$ cat config.mk
export PLATFORM = sky130hd
export DESIGN_NAME = bgpw_cfg
export DESIGN_NICKNAME = d
export VERILOG_FILES = /design/src/hw/rtl/bgpw_pkg.sv /design/src/hw/rtl/bgpw_cfg.sv
export SDC_FILE = /design/constraint.sdc
export NUM_CORES = 1
export LEC_CHECK = 0
export ABC_AREA = 1
export BUFFER_PORTS_ARGS = -buffer_cell sky130_fd_sc_hd__clkbuf_2
export CAP_MARGIN = 20
export CELL_PAD_IN_SITES_DETAIL_PLACEMENT = 1
export CELL_PAD_IN_SITES_GLOBAL_PLACEMENT = 1
export CORE_ASPECT_RATIO = 1.4
export CORE_MARGIN = 2
export CORE_UTILIZATION = 37
export DETAILED_ROUTE_END_ITERATION = 10
export GPL_TIMING_DRIVEN = 0
export PLACE_DENSITY = 0.92
export SYNTH_ARGS = -nofsm -noshare
export SYNTH_HDL_FRONTEND = slang
export SYNTH_SLANG_ARGS = --single-unit
$ cat constraint.sdc
create_clock -name i_clk -period 1.8 [get_ports i_clk]
set_clock_uncertainty 0.2 [all_clocks]
set_input_delay 0 -clock i_clk [delete_from_list [all_inputs] [get_ports i_clk]]
set_output_delay 0 -clock i_clk [all_outputs]
set_load 0.005 [all_outputs]
$ cat src/hw/rtl/bgpw_pkg.sv
// ----------------------------------------------------------------------------
// bgpw_pkg
// Shared types, register indexes and the 8x8 font table of the glyph writer.
// ----------------------------------------------------------------------------
package bgpw_pkg;

    localparam int GLYPH_SIZE = 8;

    localparam int CFG_IDX_W  = 3;
    localparam int CFG_DATA_W = 26;

    localparam logic [CFG_IDX_W-1:0] CFG_X_OFFSET        = 3'd0;
    localparam logic [CFG_IDX_W-1:0] CFG_Y_OFFSET        = 3'd1;
    localparam logic [CFG_IDX_W-1:0] CFG_BYTES_PER_PIXEL = 3'd2;
    localparam logic [CFG_IDX_W-1:0] CFG_LINE_STRIDE     = 3'd3;
    localparam logic [CFG_IDX_W-1:0] CFG_SCREEN_BYTES    = 3'd4;

    typedef struct packed {
        logic [11:0] x_offset;
        logic [11:0] y_offset;
        logic [2:0]  bytes_per_pixel;
        logic [15:0] line_stride;
        logic [25:0] screen_bytes;
    } t_cfg;

    typedef enum logic [2:0] {
        ST_FILL,
        ST_IDLE,
        ST_SCAN,
        ST_TAIL,
        ST_FLUSH
    } t_state;

    // Row 0 of each glyph sits in the top byte of the packed word.
    function automatic logic [7:0] glyph_row(input logic [7:0] code, input logic [2:0] row);
        logic [63:0] rows;
        logic [2:0]  idx;
        case (code)
            8'h61:   rows = 64'h00_00_3C_06_3E_66_3E_00;
            8'h62:   rows = 64'h00_60_60_7C_66_66_7C_00;
            8'h63:   rows = 64'h00_00_3C_66_60_66_3C_00;
            8'h64:   rows = 64'h00_06_06_3E_66_66_3E_00;
            8'h65:   rows = 64'h00_00_3C_66_7E_60_3C_00;
            8'h66:   rows = 64'h00_0E_18_3E_18_18_18_00;
            8'h67:   rows = 64'h00_00_3E_66_66_3E_06_7C;
            8'h68:   rows = 64'h00_60_60_7C_66_66_66_00;
            8'h69:   rows = 64'h00_00_3C_0C_0C_0C_3C_00;
            8'h6A:   rows = 64'h00_06_06_06_06_66_66_3C;
            8'h6B:   rows = 64'h00_60_66_6C_78_6C_66_00;
            8'h6C:   rows = 64'h00_38_18_18_18_18_3C_00;
            8'h6D:   rows = 64'h00_00_66_7E_7E_6E_67_00;
            8'h6E:   rows = 64'h00_00_7C_66_66_66_66_00;
            8'h6F:   rows = 64'h00_00_3C_66_66_66_3C_00;
            8'h70:   rows = 64'h00_00_7C_66_66_7C_60_60;
            8'h71:   rows = 64'h00_00_3C_6C_6C_3C_0D_0F;
            8'h72:   rows = 64'h00_00_7C_66_66_7C_66_00;
            8'h73:   rows = 64'h00_00_3E_40_3C_02_7C_00;
            8'h74:   rows = 64'h00_18_18_7E_18_18_18_00;
            8'h75:   rows = 64'h00_00_66_66_66_66_3E_00;
            8'h76:   rows = 64'h00_00_66_66_66_3C_18_00;
            8'h77:   rows = 64'h00_00_63_6B_6B_3E_36_00;
            8'h78:   rows = 64'h00_00_66_3C_18_3C_66_00;
            8'h79:   rows = 64'h00_00_66_66_66_3E_06_3C;
            8'h7A:   rows = 64'h00_00_7E_0C_18_30_7E_00;
            default: rows = 64'h0;
        endcase
        idx = ~row;
        return rows[{idx, 3'b000} +: 8];
    endfunction

endpackage

$ cat src/hw/rtl/bgpw_cfg.sv
// ----------------------------------------------------------------------------
// bgpw_cfg
// Configuration register file: offsets, pixel size, stride and screen size.
// ----------------------------------------------------------------------------
module bgpw_cfg
    import bgpw_pkg::*;
(
    input  logic                  i_clk,
    input  logic                  i_rst_n,
    input  logic                  i_wr_en,
    input  logic [CFG_IDX_W-1:0]  i_index,
    input  logic [CFG_DATA_W-1:0] i_data,
    output t_cfg                  o_cfg
);

    t_cfg r_cfg;

    always_ff @(posedge i_clk) begin
        if (!i_rst_n) begin
            r_cfg.x_offset        <= '0;
            r_cfg.y_offset        <= '0;
            r_cfg.bytes_per_pixel <= 3'd4;
            r_cfg.line_stride     <= '0;
            r_cfg.screen_bytes    <= '0;
        end else if (i_wr_en) begin
            unique case (i_index)
                CFG_X_OFFSET:        r_cfg.x_offset        <= i_data[11:0];
                CFG_Y_OFFSET:        r_cfg.y_offset        <= i_data[11:0];
                CFG_BYTES_PER_PIXEL: r_cfg.bytes_per_pixel <= i_data[2:0];
                CFG_LINE_STRIDE:     r_cfg.line_stride     <= i_data[15:0];
                CFG_SCREEN_BYTES:    r_cfg.screen_bytes    <= i_data[25:0];
                default: ;
            endcase
        end
    end

    assign o_cfg = r_cfg;

endmodule

==> summary.md, run 1 <==
| Metric | Value |
|---|---|
| Area grow syn2layout | `40.9%` |
| DRC | `0` |
| I/O pins | `approximately 100` |
| RR Endpoint | `o_cfg[41]$_SDFFE_PN0P_` |
| Min-delay src | `i_index[0]` |
| Crit path max-delay cell type | `dlygate4sd3_1` |
| Hold Crit Class | `primary input to flip-flop` |
| Worst reg2reg path depth | `3` |
| Met3 WL | `around 530 µm` |
| Final non-filler cell total | `approximately 660` |
| Leading area contributor after synthesis | `dfxtp_1` |
| Final Cycle Share | `0.973` |
| Overflow after GRT | `0` |
| Post-synthesis average cell area | `slightly above 7 µm²` |
| Worst Tran Pin Value | `slightly below 500 ps` |
| Hold Path Depth | `6` |
| Instance count of the mapped netlist | `roughly 410` |
| Number of DRC markers in iteration 0 | `roughly 110` |
| Dominant register cell in the synthesized netlist | `dfxtp_1` |
| Req. time, crit path | `1840 ps` |
| Avg WL per Cell | `between 15 and 20 µm` |
| RSZ-0062 raised after global routing | `no` |
| Leak pwr | `between 2 and 2.5 nW` |
| Die width | `~78 µm` |
| Via count | `between 3,000 and 4,000` |
| Clock sink count | `slightly below 70` |
| Fillers | `~1,000` |
| Final antenna-violating net count | `0` |
| Worst-path clk slew | `roughly 70 ps` |
| Status | `complete, but fails checks` |
| Final Slew Violations | `0` |
| Max clock buf depth | `2` |
| Yosys reg bits | `69` |
| Highest metal used | `met4` |
| Total placed cells including tap cells | `~610` |
| Most frequent cells in the layout | `139 x nor2_1, 99 x clkbuf_2, 74 x nand2_1` |
| Cell Rows | `38` |
| Final setup violation count | `0` |
| Final hold vios | `3` |
| Startpoint Class | `primary input` |
| H-tree lvl count | `3` |
| Failing checks | `hold timing` |
| Sequential-to-total area share from yosys stat | `0.481` |
| Worst skew pair latency | `350 ps` |
| Setup TNS | `0 ps` |
| CP max FO | `7` |
| CP bufs+invs | `4` |
| Die H | `108 µm` |
| Initial antenna violation count | `0` |
| Final min period | `around 1800 ps` |
| Relative slew slack | `0.669` |
| CTS tree | `yes` |
| VDD IR-drop max | `around 0.00056 V` |
| CP max stage delay | `between 500 and 600 ps` |
| Routed wl met2 | `around 5.7 mm` |
| Hold endpoint | `o_cfg[17]$_SDFFE_PN0P_` |
| First-pass iteration count of the detailed router | `4` |
| Post-CTS setup buffer count | `0` |
| Most common cell after layout, fill and taps aside | `nor2_1` |
| Endpoint type of the worst setup path | `flip-flop` |
| Core ar. | `around 0.0077 mm²` |
| Fin Hold WS | `-22.6 ps` |
| Overall Global Routing Usage | `0.253` |
| Peak Freq | `around 570 MHz` |
| Vias in the first global route | `between 3,000 and 4,000` |
| Synth warn | `0` |
| Max reg flops | `between 60 and 70` |
| Initial core utilization | `0.375` |
| Fraction of registers with async set/reset | `0` |
| CP top delay family | `buffers and inverters` |
| Synthesized area | `~0.0029 mm²` |
| Area post-placement | `about 0.0035 mm²` |
| I/O Buffers | `99` |
| Largest net degree at the start of global routing | `11` |
| Register Area | `between 0.001 and 0.0015 mm²` |
| Clock root cell | `clkbuf_8` |
| Maxcap violations | `0` |
| Via-per-instance ratio | `slightly below 5` |
| Power per Cell Area | `around 790 mW/mm²` |
| Reg2reg start | `o_cfg[41]$_SDFFE_PN0P_` |
| Reg2reg setup slack | `450 ps` |
| Syn nets | `439` |
| Die area | `around 0.0085 mm²` |
| CP Cell Sequence | `dlygate4sd3_1 > clkbuf_2 > nand2_1 > inv_2 > nand3_1 > nand2_1 > nor2_1 > dlygate4sd3_1` |
| Unique masters post-synth | `16` |
| First-pass GRT wire length | `~16 mm` |
| Final WL | `about 10 mm` |
| GPL Wtd Cong | `0.829` |
| EDFF count, synth | `0` |
| Final instance area | `about 0.0041 mm²` |
| Share of layout cells above drive strength 1 | `0.260` |
| Final #Nets | `~590` |
| Metal1 wirelength | `3.92 mm` |
| Cts bufs inserted | `9` |
| ANT cells | `0` |
| Critical path class | `primary input to flip-flop` |
| Synth area leaders | `dfxtp_1 48%, nor2_1 18%, nand3_1 10%` |
| Multi-input gate area | `about 0.0012 mm²` |
| Yosys top cell area share | `0.481` |
| Worst path arrival time | `around 1800 ps` |
| DP HPWL | `approximately 7.0 mm` |
## worst register-to-register path, delay by kind of cell (launching register included)
kind,cells,cell delay [ps]
simple gates,2,180
buf+inv,1,550
flops,1,320
## per-layer routing
layer / vias up / GRT usage
met2: 97 / 0.486
met1: 1501 / 0.254
met3: 24 / 0.0651
li1: 1547 / -
met4: 0 / 0.112
met5: - / 0
## per-stage QoR
step                      hold WS [ps]  setup WS, ps   util  power [mW]
after detailed placement          54.0           558  0.457        2.03
after floorplan                  -86.8           893      -        1.87
after global placement            38.3           625  0.457        2.01
after global routing              14.4          9.63  0.529        3.34
after CTS                         9.43          8.46  0.528        3.20
final                            -22.6          48.1  0.529        3.20
## power breakdown
part	internal (mW)	total, mW	leakage (nW)	switching, mW
Sequential	1.58	1.61	0.561	0.0303
Combinational	0.203	0.468	1.36	0.265
Clock	0.556	1.12	0.0881	0.566
## cells in the mapped netlist, types with 2 or more instances
cell	n
nor2_1	141
nand2_1	74
dfxtp_1	69
nand3_1	59
inv_1	19
nand3b_1	10
buf_2	9
buf_4	6
buf_6	5
buf_1	4
inv_2	3
nand2_2	3
nor2_4	2
## kinds of logic after synthesis
kind of cell           after synthesis  synth area share
and+or+nand+nor                    291             0.433
DFF                                 69             0.481
buffers and inverters               47            0.0862
## repair_timing
item                       4_1_cts  5_1_grt
hold endpoints to repair        69        2
hold buffers                    38        1
resized for setup                0        7
setup endpoints to repair        0        5
## worst max-delay path by stage
stage | startpoint | cells after the start | end | slack, ps
final | i_index[1] | 8 | o_cfg[41]$_SDFFE_PN0P_ | 50
after global routing | i_index[1] | 8 | o_cfg[45]$_SDFFE_PN0P_ | 10
after CTS | i_index[1] | 8 | o_cfg[25]$_SDFFE_PN0P_ | 8
after detailed placement | i_index[0] | 7 | o_cfg[11]$_SDFFE_PN0P_ | 560
after global placement | i_index[0] | 7 | o_cfg[68]$_SDFFE_PN0P_ | 630
after floorplan | i_index[0] | 6 | o_cfg[57]$_SDFFE_PN0P_ | 890
## cell type report
class,count,area share
clock inverter,2,0.00247
tap,100,0.0309
sequential,69,0.341
timing repair buffer,137,0.217
clock buffer,12,0.0383
multi-input combinational,291,0.309
inverter,22,0.0204
buffer,24,0.0414
Power figures use the tool's default switching activity.
==> run 2: changes to the inputs <==
- CORE_UTILIZATION: 37 -> 30
- PLACE_DENSITY: 0.92 -> 0.78
- REMOVE_ABC_BUFFERS: default -> 1
- clock period: 1.8 -> 1.95 ns (I/O delays scaled with it)
==> run 2 against run 1 <==
Compared with the run above: the flow still finishes with violations (hold timing); clock power grew 33%; final cell count fell by 2.3%; register-to-register slack better by 150 ps; largest power group unchanged; worst hold slack got worse by 6.0 ps; total power grew 5.2%; clock-buffer cell count unchanged; non-clock buffer count decreased by 25; combinational power fell by 18%.
==> summary.md, run 2 (same netlist as run 1, synthesis figures left out) <==
| Metric | Value |
|---|---|
| Final Slew Violations | `0` |
| Final WL | `between 9 and 10 mm` |
| Relative slew slack | `0.327` |
| Initial core utilization | `0.306` |
| Leak pwr | `1.93 nW` |
| Crit path max-delay cell type | `dlygate4sd3_1` |
| Clock power share | `0.443` |
| Area grow syn2layout | `39.2%` |
| Net switching power | `0.828 mW` |
| Pwr Total | `between 3 and 4 mW` |
| Seq pwr share | `0.442` |
| DRC | `0` |
| Die width | `86.7 µm` |
| CTS tree | `yes` |
| Endpoint type of the worst setup path | `flip-flop` |
| Cts bufs inserted | `9` |
| Share of layout cells above drive strength 1 | `0.237` |
| Status | `complete, but fails checks` |
| DP HPWL | `5.92 mm` |
| Fin Hold WS | `-28.7 ps` |
| Min-delay src | `i_index[1]` |
| Startpoint Class | `primary input` |
| Number of DRC markers in iteration 0 | `79` |
| Reg2reg setup slack | `~600 ps` |
| Met1 Resource Use GR | `0.202` |
| PostCTS Resize Cnt | `0` |
| Clock root cell | `clkbuf_16` |
| Die H | `between 100 and 150 µm` |
| Clock sink count | `a little under 70` |
| Most frequent cells in the layout | `140 x nor2_1, 100 x clkbuf_2, 74 x nand2_1` |
| GPL Wtd Cong | `around 0.74` |
| GRT met2 Usage | `0.346` |
| Req. time, crit path | `1970 ps` |
| First-pass GRT wire length | `between 10 and 15 mm` |
| Via count | `approximately 3,000` |
| Worst path arrival time | `around 1800 ps` |
| Final Cycle Share | `0.932` |
| Hold endpoint | `o_cfg[59]$_SDFFE_PN0P_` |
| Combinational Power Share | `0.115` |
| Routing usage on met3 | `0.0227` |
| Vias in the first global route | `between 3,000 and 4,000` |
| Largest net degree at the start of global routing | `44` |
| H-tree lvl count | `3` |
| Reg2reg start | `o_cfg[44]$_SDFFE_PN1P_` |
| Max reg flops | `slightly below 70` |
| I/O Buffers | `100` |
| Hold Crit Class | `primary input to flip-flop` |
| Sw Ratio | `0.246` |
| Top Usage Layer GRT | `met2` |
| Final antenna-violating net count | `0` |
| Final non-filler cell total | `about 640` |
| Total placed cells including tap cells | `around 590` |
| Worst-path clk slew | `50 ps` |
| Hold Path Depth | `5` |
| Worst setup margin | `132 ps` |
| CP max stage delay | `between 600 and 700 ps` |
| Core ar. | `between 0.009 and 0.01 mm²` |
| Most Frequent Cell on Critical Path | `dlygate4sd3_1` |
| Final min period | `1820 ps` |
| Util after Layout | `0.425` |
| Avg WL per Cell | `around 14 µm` |
| CP bufs+invs | `3` |
| RSZ-0062 raised after global routing | `no` |
| Initial antenna violation count | `0` |
| CP max FO | `11` |
| CP Cell Sequence | `clkbuf_2 > dlygate4sd3_1 > nor2_4 > nand3b_1 > dlygate4sd3_1 > nand2_1 > nor2_1` |
| Peak Freq | `roughly 550 MHz` |
| Via-per-instance ratio | `about 4.7` |
| Overall Global Routing Usage | `0.185` |
| Setup TNS | `0 ps` |
| Maxcap violations | `0` |
| Final #Nets | `around 560` |
| Failing checks | `hold timing` |
| Worst reg2reg path depth | `3` |
| CP top delay family | `buffers and inverters` |
| RR Endpoint | `o_cfg[44]$_SDFFE_PN1P_` |
| Dpl ws | `348 ps` |
| Worst Tran Pin Value | `between 1000 and 1500 ps` |
| Worst skew pair latency | `approximately 320 ps` |
| First-pass iteration count of the detailed router | `4` |
| Power per Cell Area | `841 mW/mm²` |
| Cell Rows | `between 40 and 50` |
| Max clock buf depth | `2` |
| Most common cell after layout, fill and taps aside | `nor2_1` |
| Final setup violation count | `0` |
| Final instance area | `~0.004 mm²` |
| Final hold vios | `4` |
| Internal power | `around 2.5 mW` |
| Overflow after GRT | `0` |
| Critical path class | `primary input to flip-flop` |
| VDD IR-drop max | `between 0.0004 and 0.0005 V` |
| ANT cells | `0` |
| I/O pins | `roughly 100` |
| Die area | `0.0104 mm²` |
| Area post-placement | `0.00339 mm²` |
==> run 2: changes by cell type in the layout (fill, tap and decap cells not counted), moves of 4 or more <==
cell | previous run | this run
buf_2 | 8 | 0
clkbuf_16 | 0 | 9
buf_4 | 6 | 0
buf_1 | 4 | 0
clkbuf_8 | 11 | 2
buf_6 | 6 | 0
==> run 2: power by group through the flow <==
stage	clock network [mW]	registers, mW	logic (mW)
finish	1.49	1.49	0.386
global route	1.59	1.49	0.434
CTS	1.54	1.49	0.391
detailed placement	0	1.52	0.341
global placement	0	1.52	0.325
floorplan	0	1.52	0.167
==> run 2: layout make-up <==
cell class,instances,area [µm²]
tap,110,138
sequential,69,1380
clock inverter,2,10.0
fill,1187,5410
clock buffer,12,256
timing repair buffer,136,881
inverter,22,82.6
multi-input combinational,291,1250
==> run 2: worst max path at each step <==
| stage | startpoint | slack (ps) | end | cells past startpoint |
|---|---|---|---|---|
| floorplan | i_index[0] | 170 | o_cfg[57]$_SDFFE_PN0P_ | 4 |
| global placement | i_index[0] | -1040 | o_cfg[58]$_SDFFE_PN0P_ | 5 |
| detailed placement | i_wr_en | 350 | o_cfg[57]$_SDFFE_PN0P_ | 6 |
| CTS | i_index[0] | 30 | o_cfg[57]$_SDFFE_PN0P_ | 7 |
| global route | i_index[0] | 4 | o_cfg[22]$_SDFFE_PN0P_ | 7 |
| finish | i_index[0] | 130 | o_cfg[23]$_SDFFE_PN0P_ | 7 |
==> run 2: timing repair <==
action	4_1_cts	5_1_grt
buffers inserted	0	0
hold endpoints to repair	69	0
hold buffers	36	0
endpoints found under the setup margin	0	6
==> run 2: worst min-delay path, delay by kind of cell <==
family,cells,cell delay [ps]
buf+inv,1,160
simple gates,4,310
==> run 2: routing by layer <==
metal | part of all wire | vias to the layer above
met5 | 0 | -
li1 | - | 1502
met4 | 0.023 | 0
met1 | 0.41 | 1410
met2 | 0.54 | 62
met3 | 0.027 | 16
